$ cat config.mk
export PLATFORM = sky130hd
export DESIGN_NAME = ascii_register_access_parser
export DESIGN_NICKNAME = d
export VERILOG_FILES = /design/src/rtl/arap_pkg.sv /design/src/rtl/arap_ctrl.sv /design/src/rtl/arap_dp.sv /design/src/rtl/ascii_register_access_parser.sv
export SDC_FILE = /design/constraint.sdc
export NUM_CORES = 1
export LEC_CHECK = 0
export ABC_CLOCK_PERIOD_IN_PS = 5500
export BUFFER_PORTS_ARGS = -buffer_cell sky130_fd_sc_hd__buf_2
export CORE_MARGIN = 2
export CORE_UTILIZATION = 35
export DETAILED_ROUTE_END_ITERATION = 10
export RECOVER_POWER = 50
export SLEW_MARGIN = 25
export SYNTH_ARGS = -nofsm -noshare
export SYNTH_HDL_FRONTEND = slang
export SYNTH_SLANG_ARGS = --single-unit
$ cat constraint.sdc
create_clock -name clock -period 5.5 [get_ports clock]
set_input_delay 0.275 -clock clock [delete_from_list [all_inputs] [get_ports clock]]
set_output_delay 0.275 -clock clock [all_outputs]
set_load 0.03 [all_outputs]
$ cat src/rtl/arap_pkg.sv
// Shared types and constants of the ASCII register access parser.
// Used by arap_ctrl, arap_dp and ascii_register_access_parser; no dependencies.
package arap_pkg;

   localparam int NUM_VARS    = 10;
   localparam int VALUE_CHARS = 6;
   localparam int BYTE_W      = 8;
   localparam int IDX_W       = 4;
   localparam int VAL_W       = 16;
   localparam int STAT_W      = 2;
   localparam int CNT_W       = 3;
   localparam int BCD_DIGITS  = 5;
   localparam int BCD_W       = 4 * BCD_DIGITS;
   localparam int PTR_W       = 3;
   localparam int STEP_W      = 4;

   localparam logic [BYTE_W-1:0] DELIM_RESET = 8'd44;
   localparam logic [BYTE_W-1:0] CH_ZERO     = 8'd48;
   localparam logic [BYTE_W-1:0] CH_NINE     = 8'd57;
   localparam logic [BYTE_W-1:0] CH_ONE      = 8'd49;
   localparam logic [BYTE_W-1:0] CH_W_UP     = 8'd87;
   localparam logic [BYTE_W-1:0] CH_W_LO     = 8'd119;
   localparam logic [BYTE_W-1:0] CH_R_UP     = 8'd82;
   localparam logic [BYTE_W-1:0] CH_R_LO     = 8'd114;
   localparam logic [BYTE_W-1:0] CH_LBRACE   = 8'd123;
   localparam logic [BYTE_W-1:0] CH_RBRACE   = 8'd125;
   localparam logic [BYTE_W-1:0] CH_PLUS     = 8'd43;
   localparam logic [BYTE_W-1:0] CH_MINUS    = 8'd45;
   localparam logic [BYTE_W-1:0] CH_SPACE    = 8'd32;
   localparam logic [BYTE_W-1:0] CH_TAB      = 8'd9;
   localparam logic [BYTE_W-1:0] CH_LF       = 8'd10;
   localparam logic [BYTE_W-1:0] CH_CR       = 8'd13;

   localparam logic [STAT_W-1:0] STAT_OK     = 2'd0;
   localparam logic [STAT_W-1:0] STAT_INDEX  = 2'd1;
   localparam logic [STAT_W-1:0] STAT_FORMAT = 2'd2;
   localparam logic [STAT_W-1:0] STAT_RW     = 2'd3;

   typedef enum logic [2:0] {
      PH_WAIT   = 3'd0,
      PH_INDEX  = 3'd1,
      PH_DELIM1 = 3'd2,
      PH_RW     = 3'd3,
      PH_DELIM2 = 3'd4,
      PH_VALUE  = 3'd5
   } phase_type;

   typedef enum logic [1:0] {
      CV_BLANKS = 2'd0,
      CV_DIGITS = 2'd1,
      CV_DONE   = 2'd2
   } conv_type;

   typedef enum logic [1:0] {
      EV_NONE = 2'd0,
      EV_ONE  = 2'd1,
      EV_READ = 2'd2
   } ev_type;

   typedef enum logic [1:0] {
      SEL_DIGIT = 2'd0,
      SEL_CR    = 2'd1,
      SEL_LF    = 2'd2,
      SEL_STAT  = 2'd3
   } sel_type;

   typedef enum logic [7:0] {
      S_IDLE  = 8'b0000_0001,
      S_PARSE = 8'b0000_0010,
      S_CONV  = 8'b0000_0100,
      S_LEAD  = 8'b0000_1000,
      S_DIGIT = 8'b0001_0000,
      S_CR    = 8'b0010_0000,
      S_LF    = 8'b0100_0000,
      S_STAT  = 8'b1000_0000
   } state_type;

   typedef struct packed {
      logic    cap;
      logic    commit;
      logic    conv_step;
      logic    lead_load;
      logic    out_load;
      sel_type sel;
   } cmd_type;

   typedef struct packed {
      ev_type ev;
      logic   out_free;
      logic   conv_last;
      logic   digit_last;
   } sts_type;

endpackage

$ cat src/rtl/arap_ctrl.sv
// Controller of the ASCII register access parser: sequences capture, parse,
// binary-to-decimal conversion and reply output. Depends on arap_pkg.
module arap_ctrl (
   input  logic              clock,
   input  logic              reset,
   input  logic              req_valid,
   output logic              req_ready,
   input  arap_pkg::sts_type sts,
   output arap_pkg::cmd_type cmd
);
   import arap_pkg::*;

   state_type state_ff, state_in;

   always_ff @(posedge clock) begin
      if (reset) begin
         state_ff <= S_IDLE;
      end else begin
         state_ff <= state_in;
      end
   end

   assign req_ready = (state_ff == S_IDLE);

   always_comb begin
      state_in      = state_ff;
      cmd.cap       = 1'b0;
      cmd.commit    = 1'b0;
      cmd.conv_step = 1'b0;
      cmd.lead_load = 1'b0;
      cmd.out_load  = 1'b0;
      cmd.sel       = SEL_DIGIT;
      case (state_ff)
         S_IDLE: begin
            if (req_valid) begin
               cmd.cap  = 1'b1;
               state_in = S_PARSE;
            end
         end
         S_PARSE: begin
            case (sts.ev)
               EV_ONE: begin
                  if (sts.out_free) begin
                     cmd.commit = 1'b1;
                     state_in   = S_IDLE;
                  end
               end
               EV_READ: begin
                  cmd.commit = 1'b1;
                  state_in   = S_CONV;
               end
               default: begin
                  cmd.commit = 1'b1;
                  state_in   = S_IDLE;
               end
            endcase
         end
         S_CONV: begin
            cmd.conv_step = 1'b1;
            if (sts.conv_last) begin
               state_in = S_LEAD;
            end
         end
         S_LEAD: begin
            cmd.lead_load = 1'b1;
            state_in      = S_DIGIT;
         end
         S_DIGIT: begin
            if (sts.out_free) begin
               cmd.out_load = 1'b1;
               cmd.sel      = SEL_DIGIT;
               if (sts.digit_last) begin
                  state_in = S_CR;
               end
            end
         end
         S_CR: begin
            if (sts.out_free) begin
               cmd.out_load = 1'b1;
               cmd.sel      = SEL_CR;
               state_in     = S_LF;
            end
         end
         S_LF: begin
            if (sts.out_free) begin
               cmd.out_load = 1'b1;
               cmd.sel      = SEL_LF;
               state_in     = S_STAT;
            end
         end
         S_STAT: begin
            if (sts.out_free) begin
               cmd.out_load = 1'b1;
               cmd.sel      = SEL_STAT;
               state_in     = S_IDLE;
            end
         end
         default: begin
            state_in = S_IDLE;
         end
      endcase
   end

endmodule

$ cat src/rtl/arap_dp.sv
// Datapath of the ASCII register access parser: frame parsing registers,
// value conversion, register file, decimal conversion and output register.
// Depends on arap_pkg.
module arap_dp (
   input  logic                          clock,
   input  logic                          reset,
   input  arap_pkg::cmd_type             cmd,
   output arap_pkg::sts_type             sts,
   input  logic [arap_pkg::BYTE_W-1:0]   req_rx_byte,
   input  logic                          csr_wr_en,
   input  logic [arap_pkg::BYTE_W-1:0]   csr_wr_data,
   output logic                          rsp_valid,
   input  logic                          rsp_ready,
   output logic                          rsp_result_kind,
   output logic [arap_pkg::BYTE_W-1:0]   rsp_text_byte,
   output logic [arap_pkg::STAT_W-1:0]   rsp_status_code,
   output logic [arap_pkg::IDX_W-1:0]    rsp_var_index,
   output logic [arap_pkg::VAL_W-1:0]    rsp_var_value,
   output logic                          rsp_last_result
);
   import arap_pkg::*;

   logic [BYTE_W-1:0] delim_ff;
   logic [BYTE_W-1:0] rx_ff;
   phase_type         phase_ff, phase_in;
   logic [IDX_W-1:0]  target_ff, target_in;
   logic [VAL_W-1:0]  accum_ff, accum_in;
   logic              neg_ff, neg_in;
   conv_type          cv_ff, cv_in;
   logic [CNT_W-1:0]  cnt_ff, cnt_in;
   logic [VAL_W-1:0]  store_ff [NUM_VARS];

   logic [VAL_W-1:0]  bin_ff, bin_in;
   logic [BCD_W-1:0]  bcd_ff, bcd_in;
   logic [BCD_W-1:0]  bcd_adj;
   logic [STEP_W-1:0] step_ff;
   logic [PTR_W-1:0]  ptr_ff, lead_ptr;
   logic [VAL_W-1:0]  rdval_ff;
   logic [3:0]        cur_digit;

   logic              out_valid_ff;
   logic              out_kind_ff;
   logic [BYTE_W-1:0] out_text_ff;
   logic [STAT_W-1:0] out_stat_ff;
   logic [IDX_W-1:0]  out_idx_ff;
   logic [VAL_W-1:0]  out_val_ff;
   logic              out_last_ff;

   ev_type            ev;
   logic              is_digit, is_blank, wr_en;
   logic [BYTE_W-1:0] idx_off;
   logic [VAL_W-1:0]  dval, acc_x10, f_accum, fin_accum, wval;
   logic              f_neg, fin_neg;
   conv_type          f_cv;
   logic [CNT_W-1:0]  cnt_inc;
   logic [STAT_W-1:0] st_code;
   logic [IDX_W-1:0]  st_idx;
   logic              st_val_en;

   assign is_digit = (rx_ff inside {[CH_ZERO:CH_NINE]});
   assign is_blank = (rx_ff == CH_SPACE) || (rx_ff inside {[CH_TAB:CH_CR]});
   assign dval     = {{(VAL_W-4){1'b0}}, rx_ff[3:0]};
   assign acc_x10  = (accum_ff << 3) + (accum_ff << 1);
   assign cnt_inc  = cnt_ff + CNT_W'(1);
   assign idx_off  = rx_ff - CH_ZERO;

   always_comb begin
      f_accum = accum_ff;
      f_neg   = neg_ff;
      f_cv    = cv_ff;
      case (cv_ff)
         CV_BLANKS: begin
            if (is_blank) begin
               f_cv = CV_BLANKS;
            end else if (rx_ff == CH_PLUS) begin
               f_cv = CV_DIGITS;
            end else if (rx_ff == CH_MINUS) begin
               f_neg = 1'b1;
               f_cv  = CV_DIGITS;
            end else if (is_digit) begin
               f_accum = dval;
               f_cv    = CV_DIGITS;
            end else begin
               f_cv = CV_DONE;
            end
         end
         CV_DIGITS: begin
            if (is_digit) begin
               f_accum = acc_x10 + dval;
            end else begin
               f_cv = CV_DONE;
            end
         end
         default: begin
            f_cv = cv_ff;
         end
      endcase
   end

   always_comb begin
      ev        = EV_NONE;
      phase_in  = phase_ff;
      target_in = target_ff;
      accum_in  = accum_ff;
      neg_in    = neg_ff;
      cv_in     = cv_ff;
      cnt_in    = cnt_ff;
      st_code   = STAT_OK;
      st_idx    = target_ff;
      st_val_en = 1'b0;
      wr_en     = 1'b0;
      fin_accum = accum_ff;
      fin_neg   = neg_ff;
      case (phase_ff)
         PH_INDEX: begin
            if (idx_off >= BYTE_W'(NUM_VARS)) begin
               ev       = EV_ONE;
               st_code  = STAT_INDEX;
               st_idx   = '0;
               phase_in = PH_WAIT;
            end else begin
               target_in = idx_off[IDX_W-1:0];
               phase_in  = PH_DELIM1;
            end
         end
         PH_DELIM1: begin
            if (rx_ff != delim_ff) begin
               ev       = EV_ONE;
               st_code  = STAT_FORMAT;
               phase_in = PH_WAIT;
            end else begin
               phase_in = PH_RW;
            end
         end
         PH_RW: begin
            if (rx_ff inside {CH_W_UP, CH_W_LO, CH_ONE}) begin
               phase_in = PH_DELIM2;
            end else if (rx_ff inside {CH_R_UP, CH_R_LO, CH_ZERO}) begin
               ev       = EV_READ;
               phase_in = PH_WAIT;
            end else begin
               ev       = EV_ONE;
               st_code  = STAT_RW;
               phase_in = PH_WAIT;
            end
         end
         PH_DELIM2: begin
            if (rx_ff != delim_ff) begin
               ev       = EV_ONE;
               st_code  = STAT_FORMAT;
               phase_in = PH_WAIT;
            end else begin
               phase_in = PH_VALUE;
            end
         end
         PH_VALUE: begin
            if (rx_ff == CH_RBRACE) begin
               ev        = EV_ONE;
               st_val_en = 1'b1;
               wr_en     = 1'b1;
               phase_in  = PH_WAIT;
            end else begin
               accum_in  = f_accum;
               neg_in    = f_neg;
               cv_in     = f_cv;
               cnt_in    = cnt_inc;
               fin_accum = f_accum;
               fin_neg   = f_neg;
               if (cnt_inc >= CNT_W'(VALUE_CHARS)) begin
                  ev        = EV_ONE;
                  st_val_en = 1'b1;
                  wr_en     = 1'b1;
                  phase_in  = PH_WAIT;
               end
            end
         end
         default: begin
            if (rx_ff == CH_LBRACE) begin
               accum_in = '0;
               neg_in   = 1'b0;
               cv_in    = CV_BLANKS;
               cnt_in   = '0;
               phase_in = PH_INDEX;
            end else begin
               phase_in = PH_WAIT;
            end
         end
      endcase
   end

   assign wval = fin_neg ? VAL_W'(~fin_accum + VAL_W'(1)) : fin_accum;

   always_ff @(posedge clock) begin
      if (reset) begin
         delim_ff <= DELIM_RESET;
      end else if (csr_wr_en) begin
         delim_ff <= csr_wr_data;
      end
   end

   always_ff @(posedge clock) begin
      if (cmd.cap) begin
         rx_ff <= req_rx_byte;
      end
   end

   always_ff @(posedge clock) begin
      if (reset) begin
         phase_ff  <= PH_WAIT;
         target_ff <= '0;
         accum_ff  <= '0;
         neg_ff    <= 1'b0;
         cv_ff     <= CV_BLANKS;
         cnt_ff    <= '0;
         for (int i = 0; i < NUM_VARS; i++) begin
            store_ff[i] <= '0;
         end
      end else if (cmd.commit) begin
         phase_ff  <= phase_in;
         target_ff <= target_in;
         accum_ff  <= accum_in;
         neg_ff    <= neg_in;
         cv_ff     <= cv_in;
         cnt_ff    <= cnt_in;
         if (wr_en) begin
            store_ff[target_ff] <= wval;
         end
      end
   end

   always_comb begin
      for (int i = 0; i < BCD_DIGITS; i++) begin
         if (bcd_ff[4*i +: 4] >= 4'd5) begin
            bcd_adj[4*i +: 4] = bcd_ff[4*i +: 4] + 4'd3;
         end else begin
            bcd_adj[4*i +: 4] = bcd_ff[4*i +: 4];
         end
      end
      bcd_in = {bcd_adj[BCD_W-2:0], bin_ff[VAL_W-1]};
      bin_in = {bin_ff[VAL_W-2:0], 1'b0};
   end

   always_comb begin
      lead_ptr = '0;
      for (int i = 1; i < BCD_DIGITS; i++) begin
         if (bcd_ff[4*i +: 4] != 4'd0) begin
            lead_ptr = PTR_W'(i);
         end
      end
   end

   assign cur_digit = bcd_ff[4*ptr_ff +: 4];

   always_ff @(posedge clock) begin
      if (cmd.commit && (ev == EV_READ)) begin
         bin_ff   <= store_ff[target_ff];
         rdval_ff <= store_ff[target_ff];
         bcd_ff   <= '0;
         step_ff  <= '0;
      end else if (cmd.conv_step) begin
         bin_ff  <= bin_in;
         bcd_ff  <= bcd_in;
         step_ff <= step_ff + STEP_W'(1);
      end
      if (cmd.lead_load) begin
         ptr_ff <= lead_ptr;
      end else if (cmd.out_load && (cmd.sel == SEL_DIGIT)) begin
         ptr_ff <= ptr_ff - PTR_W'(1);
      end
   end

   always_ff @(posedge clock) begin
      if (reset) begin
         out_valid_ff <= 1'b0;
      end else if (cmd.out_load || (cmd.commit && (ev == EV_ONE))) begin
         out_valid_ff <= 1'b1;
      end else if (rsp_ready) begin
         out_valid_ff <= 1'b0;
      end
   end

   always_ff @(posedge clock) begin
      if (cmd.commit && (ev == EV_ONE)) begin
         out_kind_ff <= 1'b0;
         out_text_ff <= '0;
         out_stat_ff <= st_code;
         out_idx_ff  <= st_idx;
         out_val_ff  <= st_val_en ? wval : '0;
         out_last_ff <= 1'b1;
      end else if (cmd.out_load) begin
         out_kind_ff <= 1'b1;
         out_stat_ff <= STAT_OK;
         out_idx_ff  <= '0;
         out_val_ff  <= '0;
         out_last_ff <= 1'b0;
         case (cmd.sel)
            SEL_DIGIT: out_text_ff <= CH_ZERO | {4'd0, cur_digit};
            SEL_CR:    out_text_ff <= CH_CR;
            SEL_LF:    out_text_ff <= CH_LF;
            SEL_STAT: begin
               out_kind_ff <= 1'b0;
               out_text_ff <= '0;
               out_idx_ff  <= target_ff;
               out_val_ff  <= rdval_ff;
               out_last_ff <= 1'b1;
            end
            default:   out_text_ff <= '0;
         endcase
      end
   end

   assign sts.ev         = ev;
   assign sts.out_free   = !out_valid_ff || rsp_ready;
   assign sts.conv_last  = (step_ff == STEP_W'(VAL_W - 1));
   assign sts.digit_last = (ptr_ff == '0);

   assign rsp_valid       = out_valid_ff;
   assign rsp_result_kind = out_kind_ff;
   assign rsp_text_byte   = out_text_ff;
   assign rsp_status_code = out_stat_ff;
   assign rsp_var_index   = out_idx_ff;
   assign rsp_var_value   = out_val_ff;
   assign rsp_last_result = out_last_ff;

endmodule

$ cat src/rtl/ascii_register_access_parser.sv
// A word is captured into a register and parsed in the following cycle; a status reply
// is then loaded into the output register, which waits while it still holds a word.
// A read runs the bit-serial binary-to-decimal loop, selects the leading digit and then
// sends each digit, CR, LF and the status word. A new word is taken only in idle, so a
// read command holds off input until its status word has been loaded.
// Reset (synchronous): parser waits for an open brace, delimiter is ',', registers zero.
module ascii_register_access_parser (
   input  logic                        clock,
   input  logic                        reset,
   input  logic                        req_valid,
   output logic                        req_ready,
   input  logic [arap_pkg::BYTE_W-1:0] req_rx_byte,
   output logic                        rsp_valid,
   input  logic                        rsp_ready,
   output logic                        rsp_result_kind,
   output logic [arap_pkg::BYTE_W-1:0] rsp_text_byte,
   output logic [arap_pkg::STAT_W-1:0] rsp_status_code,
   output logic [arap_pkg::IDX_W-1:0]  rsp_var_index,
   output logic [arap_pkg::VAL_W-1:0]  rsp_var_value,
   output logic                        rsp_last_result,
   input  logic                        csr_wr_en,
   input  logic [arap_pkg::BYTE_W-1:0] csr_wr_data
);
   import arap_pkg::*;

   cmd_type cmd;
   sts_type sts;

   arap_ctrl u_ctrl (
      .clock     (clock),
      .reset     (reset),
      .req_valid (req_valid),
      .req_ready (req_ready),
      .sts       (sts),
      .cmd       (cmd)
   );

   arap_dp u_dp (
      .clock           (clock),
      .reset           (reset),
      .cmd             (cmd),
      .sts             (sts),
      .req_rx_byte     (req_rx_byte),
      .csr_wr_en       (csr_wr_en),
      .csr_wr_data     (csr_wr_data),
      .rsp_valid       (rsp_valid),
      .rsp_ready       (rsp_ready),
      .rsp_result_kind (rsp_result_kind),
      .rsp_text_byte   (rsp_text_byte),
      .rsp_status_code (rsp_status_code),
      .rsp_var_index   (rsp_var_index),
      .rsp_var_value   (rsp_var_value),
      .rsp_last_result (rsp_last_result)
   );

   a_accept_then_busy: assert property (@(posedge clock) disable iff (reset)
      req_valid && req_ready |=> !req_ready)
      else $error("input taken on two consecutive cycles");

   a_last_is_status: assert property (@(posedge clock) disable iff (reset)
      rsp_valid && rsp_last_result |-> !rsp_result_kind)
      else $error("final word of a command is not a status word");

   a_error_no_value: assert property (@(posedge clock) disable iff (reset)
      rsp_valid && !rsp_result_kind && (rsp_status_code != STAT_OK) |-> rsp_var_value == '0)
      else $error("error status carries a value");

   a_text_charset: assert property (@(posedge clock) disable iff (reset)
      rsp_valid && rsp_result_kind |->
         ((rsp_text_byte >= CH_ZERO) && (rsp_text_byte <= CH_NINE)) ||
         (rsp_text_byte == CH_CR) || (rsp_text_byte == CH_LF))
      else $error("reply text is not a digit, CR or LF");

endmodule
* Yosys cells after proc, flatten, opt, wreduce, memory -nomap -nowiden
Memory sizes are Yosys's and may differ from the RTL's. A register that Yosys moved wholly into a read port is not among the register bits.
Cells that the tools add are included.
** Cells by class
- Add/subtract/negate cells :: 12
- $lt $le $gt $ge :: 11
- Equality and inequality tests :: 42
- Shift operators :: 1
- Multiplexer cells :: 114
- Bitwise operators :: 3
- Reductions and logical operators :: 32
** Operator list (count)
- two-way mux 16 bit :: 16
- one-hot mux 16 bit (2 select lines) :: 2
- one-hot mux 8 bit (8 select lines) :: 1
- equality test 8 x 7 -> 1 bit, second input constant :: 7
- two-way mux 8 bit :: 7
- equality test 8 x 6 -> 1 bit, second input constant :: 6
- two-way mux 4 bit :: 12
- two-way mux 3 bit :: 14
- two-way mux 2 bit :: 19
- two-way mux 1 bit :: 33
- one-hot mux 8 bit (4 select lines) :: 1
- greater-or-equal comparator 4 x 3 -> 1 bit, second input constant :: 5
- variable part select 20 x 6 -> 4 bit :: 1
- adder 16 x 1 -> 16 bit, second input constant :: 1
- adder 16 bit :: 1
- adder 16 x 4 -> 16 bit :: 1
- adder 4 x 2 -> 4 bit, second input constant :: 4
- greater-or-equal comparator 8 x 4 -> 1 bit, second input constant :: 2
- inverter 16 bit :: 1
- one-hot mux 8 bit (2 select lines) :: 1
- nonzero test 4 bit :: 4
- OR reduction 16 bit :: 1
- one-hot mux 3 bit (5 select lines) :: 1
- inequality test 2 bit, second input constant :: 7
- other kinds (44) :: 67
** Word-level totals
- Bits in registers :: 145
- RAM bits :: 160
- Input bits :: 21
- Output and inout port bits :: 34
- Logic and storage cells :: 237
- Memories :: 1
** Memory list
- u_dp.store_ff :: words 10, width 16, read ports 1, clocked after Yosys merged registers in 1, write ports 10, line arap_dp.sv:31 : logic [VAL_W-1:0] store_ff [NUM_VARS];

* Depth between registers and ports, before layout
Gate-level depths: netlist of run 1.
- Depth in word-level cells :: 14
- Mapped depth :: 19
- Depth with buffers taken out :: 16

* Modules after synthesis
From an unflattened synthesis of run 1, not the netlist that was laid out.
** Second synthesis, totals
- Cells, all modules :: 1536
- Area, all modules :: 19296.0 µm²
** By module, submodules not included
- arap_dp :: instances 1, cells each 1448, area an instance 18624.1 µm², sequential area each 11100.6 µm²
- arap_ctrl :: instances 1, cells each 88, area an instance 671.9 µm², sequential area each 160.2 µm²

* Worst setup path after synthesis of run 1
No wires, ideal clock.
- Path type :: register to register
- Start point :: reg u_dp.rx_ff[1]
- End point :: mem u_dp.store_ff[15][0] (enable)
- Library setup time :: 0.388 ns
- Data arrival time :: 3.818 ns
- Required time :: 5.112 ns
- Setup slack :: 1.294 ns
- Cell stages (with the launch flop) :: 18
- Path buffers :: 3
- Clock period less this slack :: 4.206 ns
- Path through :: edfxtp_1 clkbuf_1 xnor2_1 nand4_1 nor2_1 or2_2 nand2_1 a22o_1 nand2_1 nand3_1 ha_1 clkbuf_2 a21oi_1 and3_1 nor2b_1 clkbuf_1 nand3_1 nor2_1
** RTL lines
- start: declaration :: line arap_dp.sv:24 : logic [BYTE_W-1:0] rx_ff;
- start signal: assignment :: line arap_dp.sv:203 : rx_ff <= req_rx_byte;
- end: declaration :: line arap_dp.sv:31

==> results of run 1 <==
[worst max-delay path, cell delays in order, from the launching register on]
cell and delay (ns):
edfxtp_1 0.63, nand2b_1 0.28, or3_1 0.47, o21ai_0 0.20, nand2_1 0.10, nand2_1 0.08, a22o_1 0.13, nand2_1 0.06
nand3_1 0.13, ha_1 0.31, a21oi_1 0.12, and3_1 0.29, nand2b_1 0.21, clkbuf_1 0.94, a211o_1 0.48, inv_1 0.23
[how the worst max path moves through the flow]
| stage | from | endpoint | slack, ns | depth (start not counted) |
|---|---|---|---|---|
| after floorplan | u_dp.rx_ff[1] | u_dp.store_ff[15][0] | 1.29 | 17 |
| after global placement | u_dp.rx_ff[1] | u_dp.store_ff[12][8] | 0.87 | 15 |
| after detailed placement | u_dp.rx_ff[1] | u_dp.store_ff[13][8] | 0.81 | 15 |
| after CTS | u_dp.rx_ff[3] | u_dp.store_ff[15][15] | 0.77 | 13 |
| after global routing | u_dp.rx_ff[1] | u_dp.bin_ff[15] | 0.19 | 16 |
| final | u_dp.rx_ff[1] | u_dp.store_ff[15][1] | 0.54 | 15 |
[area by class of cell]
cell class	count	area [um2]
Clock buffer	56	1170
Multi-Input combinational cell	1014	7350
Clock inverter	26	293
Sequential cell	402	11300
Tap cell	696	871
Inverter	47	176
Timing Repair Buffer	119	708
Fill cell	5089	32200
[synth_stat cells, types with 6 or more instances]
master | instances | area, um2
nand3b_1 | 7 | 52.6
clkbuf_1 | 81 | 304
nand4_1 | 9 | 56.3
mux2i_1 | 18 | 180
ha_1 | 49 | 613
nand2b_1 | 39 | 244
nand2_1 | 151 | 567
nor3_1 | 36 | 180
mux4_2 | 84 | 1890
nor4_1 | 7 | 43.8
buf_2 | 8 | 40.0
a21oi_1 | 64 | 320
a211oi_1 | 16 | 120
xnor2_1 | 31 | 272
o211ai_1 | 7 | 52.6
inv_1 | 47 | 176
a31oi_1 | 8 | 50.1
or3_1 | 8 | 50.1
dfxtp_1 | 81 | 1620
nor2b_1 | 18 | 113
nand3_1 | 25 | 125
o21ai_0 | 59 | 295
and2_1 | 9 | 56.3
o21a_1 | 6 | 45.0
edfxtp_1 | 321 | 9640
xor2_1 | 19 | 166
buf_1 | 9 | 33.8
nor2_1 | 236 | 886
a22oi_1 | 16 | 120
[sequential cells by signal (all words and copies together) (netlist names), 5 cells and up, named ones only]
name and cells:
u_dp.bin_ff 16, u_dp.delim_ff 8, u_dp.rsp_text_byte 5, u_dp.store_ff 256, u_dp.bcd_ff 20, u_dp.rsp_var_value 16, u_ctrl.state_ff 8, u_dp.accum_ff 16
u_dp.rdval_ff 16, u_dp.rx_ff 8
[power groups by stage]
stage	Combinational [mW]	Clock, mW	Sequential, mW
after global routing	0.245	3.14	3.39
after global placement	0.214	0	3.44
after floorplan	0.150	0	3.43
after detailed placement	0.218	0	3.45
final	0.226	2.96	3.39
after CTS	0.227	3.02	3.38
[per-stage QoR]
step | power (mW) | hold WS (ns)
after floorplan | 3.58 | 0.374
after global placement | 3.66 | 0.428
after detailed placement | 3.67 | 0.444
after CTS | 6.63 | 0.0791
after global routing | 6.78 | 0.0964
final | 6.58 | 0.105
[metal layers]
metal,part of all wire,global-route usage,up-vias
li1,-,-,5902
met4,0.033,0.0638,0
met3,0.074,0.0403,109
met5,0,0,-
met1,0.43,0.240,6459
met2,0.47,0.290,518
[cell families after synthesis]
logic type,share of synthesized area
and+or+nand+nor,0.137
AOI/OAI and AO/OA,0.0784
muxes,0.110
DFF,0.586
other,0.000195
xor gates and xnor gates,0.0228
adders and majority gates,0.0340
buffers and inverters,0.0311
[repair_timing]
action | CTS | global route
resized for setup | 0 | 0
hold buffers | 16 | 0
hold endpoints to repair | 16 | 0
setup endpoints to repair | 0 | 0
==> impl_metrics.csv, run 1 <==
group,metric,value,unit
clock_network,insertion_delay,0.59,ns
sta,max-slew-margin-rel,-0.211,
die,ioPinCount,55,
critical_path,r2r-end,"u_dp.store_ff[15][1]",
yosys,syn_area,19200,um2
power_and_ir_drop,peakVddDrop,0.215,mV
grt,antenna_found_initial,0,
critical_path,rr_worst_depth,15,
route,wire_per_inst,21.5,um
grt,grt_max_degree,56,
route,drtIter0Drc,1444,
power_and_ir_drop,pwr-share-comb,0.034,
grt,grt_pass1_vias,13000,
hold_path,hold_path_depth,3,
placed_design,gp_congestion,0.895,
grt,grt_pass1_wl,77700,um
placed_design,placed_area,20300,um2
power_and_ir_drop,switching_share,0.218,
placed_design,dp_hpwl,33100,um
die,start_util,0.355,
critical_path,critical_path.startpoint_type,"flop",
critical_path,cp_max_fo,22,
sta,setup_viol,0,
cells_and_area,final_nets,1700,
grt,track_usage,0.180,
sta,finalCriticalPeriod,4.96,ns
cells_and_area,area_delta_synth_final,13.7,%
job,drv_cap,6,
yosys,synth-seq-area-share,0.586,
route,drc,0,
cells_and_area,final_util,0.404,
sta,drv_slew,122,
clock_network,max-clock-path-buffers,3,
sta,worst_slack,0.537,ns
sta,fin_tns_setup,0,ns
grt,grt-ovfl-total,0,
yosys,synth_warnings,0,
sta,fin_skew,0.0160,ns
yosys,synth_edf_count,321,
yosys,ys_types,77,
placed_design,dp_slack,0.812,ns
status,status,"finished, violations left",
critical_path,crit_type,"reg -> reg",
die,die_h,238,um
cells_and_area,layout_common_cells,"edfxtp_1, nor2_1, nand2_1",
yosys,ys.flop_type,"edfxtp_1",
placed_design,placedCellCount,2261,
cells_and_area,diodes,0,
yosys,synth.avg_cell_area,12.3,um2
clock_network,root_buffer,"clkbuf_16",
yosys,synthCells,1566,
power_and_ir_drop,power.internal,5.14,mW
sta,period_share,0.902,
clock_network,clk_pin_slew,0.06,ns
cells_and_area,drive_above_1_share,0.132,
critical_path,rr_startpoint,"u_dp.rx_ff[1]",
cells_and_area,fin_area,21800,um2
clock_network,cts.sinks,402,
route,firstDrtPassIters,5,
power_and_ir_drop,p_sw,1.43,mW
route,post_drt_via_cell_ratio,5.50,
power_and_ir_drop,clkPwrFrac,0.451,
yosys,ys_ff_latch,402,
clock_network,cts_setup_buffers,0,
yosys,async_flop_share,0,
route,final_antenna_net_count,0,
critical_path,end_kind,"flop",
power_and_ir_drop,leakage,7.25,nW
hold_path,min_path_type,"in -> reg",
hold_path,min_from,"req_valid",
route,vias,13000,
cells_and_area,layout_commonest_cell,"edfxtp_1",
die,core,54000,um2
die,dieArea,56800,um2
sta,fmax,0.201,GHz
status,violations,"max-capacitance violations, max-slew violations",
clock_network,cts_tree,"done",
sta,tightestPinTransition,1.80,ns
cells_and_area,fin_cells,2360,
critical_path,cp.arrival,5.24,ns
sta,rsz0062_at_grt,"no",
power_and_ir_drop,powerDensity,301,nW/um2
die,chipWidth,238,um
clock_network,numCtsBuffers,44,
critical_path,rrSetupSlack,0.54,ns
critical_path,critPathRequiredTime,5.78,ns
clock_network,htreeDepth,2,
placed_design,numPortBuffers,52,
die,rows,85,
sta,hold_viol_final,0,
power_and_ir_drop,power_frac_seq,0.515,
route,totalWireLength,50700,um
hold_path,hold_path_end,"u_ctrl.state_ff[1]",
Power figures use the tool's default switching activity.
==> run 2, diff against run 1 <==
--- a/config.mk
+++ b/config.mk
@@ -7,7 +7,7 @@
 export LEC_CHECK = 0
 export ABC_CLOCK_PERIOD_IN_PS = 5500
 export BUFFER_PORTS_ARGS = -buffer_cell sky130_fd_sc_hd__buf_2
-export CORE_MARGIN = 2
+export CORE_MARGIN = 5
 export CORE_UTILIZATION = 35
 export DETAILED_ROUTE_END_ITERATION = 10
 export RECOVER_POWER = 50
==> run 2 against run 1 <==
The run still ends with max-capacitance violations, max-slew violations left. Final cell count decreased by 0.13%. First-iteration DRC count shrank 14%. Power down 0.22%. Worst setup slack worse by 0.10 ns. Maximum frequency shrank 2.0%. Sequential share of layout area up 0.20 points. Via count shrank 1.2%. Final area fell by 0.36%. Clock skew grew 0.032 ns. Critical path type unchanged.
==> impl_metrics.csv, run 2 (synthesis results as in run 1) <==
group,metric,value,unit
sta,fin_tns_setup,0,ns
cells_and_area,area_delta_synth_final,13.3,%
grt,grt_pass1_vias,12700,
cells_and_area,regArea,11300,um2
cells_and_area,layout_common_cells,"edfxtp_1, nor2_1, nand2_1",
sta,max-slew-margin-rel,-0.410,
route,wire_per_inst,20.9,um
placed_design,dp_hpwl,32900,um
critical_path,slowest_stage,"edfxtp_1",
power_and_ir_drop,leakage,7.21,nW
clock_network,cts_setup_buffers,0,
critical_path,crit_type,"reg -> reg",
sta,fmax,0.197,GHz
power_and_ir_drop,powerDensity,302,nW/um2
power_and_ir_drop,finalPower,6.56,mW
die,die_h,244,um
clock_network,root_buffer,"clkbuf_16",
placed_design,gp_congestion,0.854,
clock_network,cts.sinks,402,
route,drc,0,
placed_design,numPortBuffers,52,
clock_network,clk_pin_slew,0.07,ns
clock_network,numCtsBuffers,45,
die,start_util,0.355,
cells_and_area,regMostFlops,"u_dp.store_ff",
cells_and_area,layout_commonest_cell,"edfxtp_1",
critical_path,cp_num_buf_inv,2,
cells_and_area,fillers,5095,
cells_and_area,fin_area,21700,um2
sta,drv_slew,154,
critical_path,cp_slowest_stage_delay,0.70,ns
critical_path,cp_top_family,"simple AND/OR/NAND/NOR gates",
hold_path,min_path_type,"in -> reg",
sta,rsz0062_at_grt,"no",
sta,fin_skew,0.0485,ns
cells_and_area,final_util,0.402,
route,post_drt_via_cell_ratio,5.45,
grt,grt_max_degree,40,
critical_path,cp_common_cell,"nand2_1",
cells_and_area,drive_above_1_share,0.125,
critical_path,cp.arrival,5.29,ns
grt,antenna_found_initial,1,
placed_design,placed_area,20300,um2
sta,hold_viol_final,0,
die,core,54100,um2
placed_design,dp_slack,0.663,ns
grt,grt-ovfl-total,0,
sta,finalCriticalPeriod,5.07,ns
job,drv_cap,6,
clock_network,insertion_delay,0.61,ns
cells_and_area,final_nets,1698,
cells_and_area,largest_reg_flops,256,
critical_path,critPathRequiredTime,5.73,ns
cells_and_area,multi_input_area,7330,um2
status,violations,"max-capacitance violations, max-slew violations",
die,ioPinCount,55,
route,totalWireLength,49400,um
critical_path,end_kind,"flop",
power_and_ir_drop,peakVddDrop,0.207,mV
sta,period_share,0.921,
die,dieArea,59700,um2
clock_network,htreeDepth,2,
critical_path,cp_max_fo,17,
grt,grt_pass1_wl,75600,um
cells_and_area,diodes,0,
critical_path,critical_path.startpoint_type,"flop",
route,final_antenna_net_count,0,
critical_path,crit_chain,"nand2b_1, or3_1, o21ai_0, nand2_1, nand2_1, a22o_1, nand2_1, nand3_1, ha_1, a21oi_1, and3_1, nor2b_1, nand3b_1, or3_1, clkbuf_1, nand2b_1, buf_4",
route,firstDrtPassIters,5,
die,rows,85,
clock_network,cts_tree,"done",
clock_network,max-clock-path-buffers,3,
sta,tightestPinTransition,2.11,ns
sta,worst_slack,0.433,ns
die,chipWidth,244,um
sta,setup_viol,0,
grt,track_usage,0.163,
route,vias,12800,
cells_and_area,biggestRegsByFlops,"u_dp.store_ff (256), u_dp.bcd_ff (20)",
status,status,"finished, violations left",
route,drtIter0Drc,1238,
==> run 2: repair_timing <==
item | in CTS | in global routing
endpoints found under the setup margin | 0 | 0
hold endpoints to repair | 17 | 0
resized for setup | 0 | 0
hold buffers | 17 | 0
==> run 2: worst paths after layout <==
path | start | end | slack [ns] | cells after the start
min reg2reg | u_dp.rsp_last_result | u_dp.rsp_last_result | 0.45 | 2
max reg2reg | u_dp.rx_ff[1] | u_dp.store_ff[8][2] | 0.43 | 17
min | rsp_ready | u_dp.rsp_valid | 0.10 | 3
max | u_dp.rx_ff[1] | u_dp.store_ff[8][2] | 0.43 | 17
==> run 2: tightest hold or removal path, delay by kind of cell <==
| family | cells | cell delay [ns] |
|---|---|---|
| simple gates | 1 | 0.19 |
| buf+inv | 1 | 0.09 |
| compound gates | 1 | 0.09 |
==> run 2: metrics by stage <==
step / hold slack [ns] / instances
finish: 0.103 / 2357
detailed placement: 0.441 / 2258
global route: 0.0939 / 2357
floorplan: 0.374 / 1567
CTS: 0.0432 / 2357
global placement: 0.428 / 2258
==> run 2: layout make-up <==
type	instances	area share
clock buffer	52	0.0530
tap	696	0.0400
multi-input combinational	1014	0.337
timing repair buffer	116	0.0299
clock inverter	30	0.0139
inverter	47	0.00811
sequential	402	0.518
==> run 2: layer usage <==
layer / share of wire / GRT usage
met1: 0.42 / 0.217
met2: 0.48 / 0.271
met3: 0.076 / 0.0351
met4: 0.028 / 0.0446
met5: 0 / 0
==> run 2: power by group <==
part	switching (mW)	internal, mW
clock	1.28	1.67
sequential	0.0476	3.34
combinational	0.130	0.0919
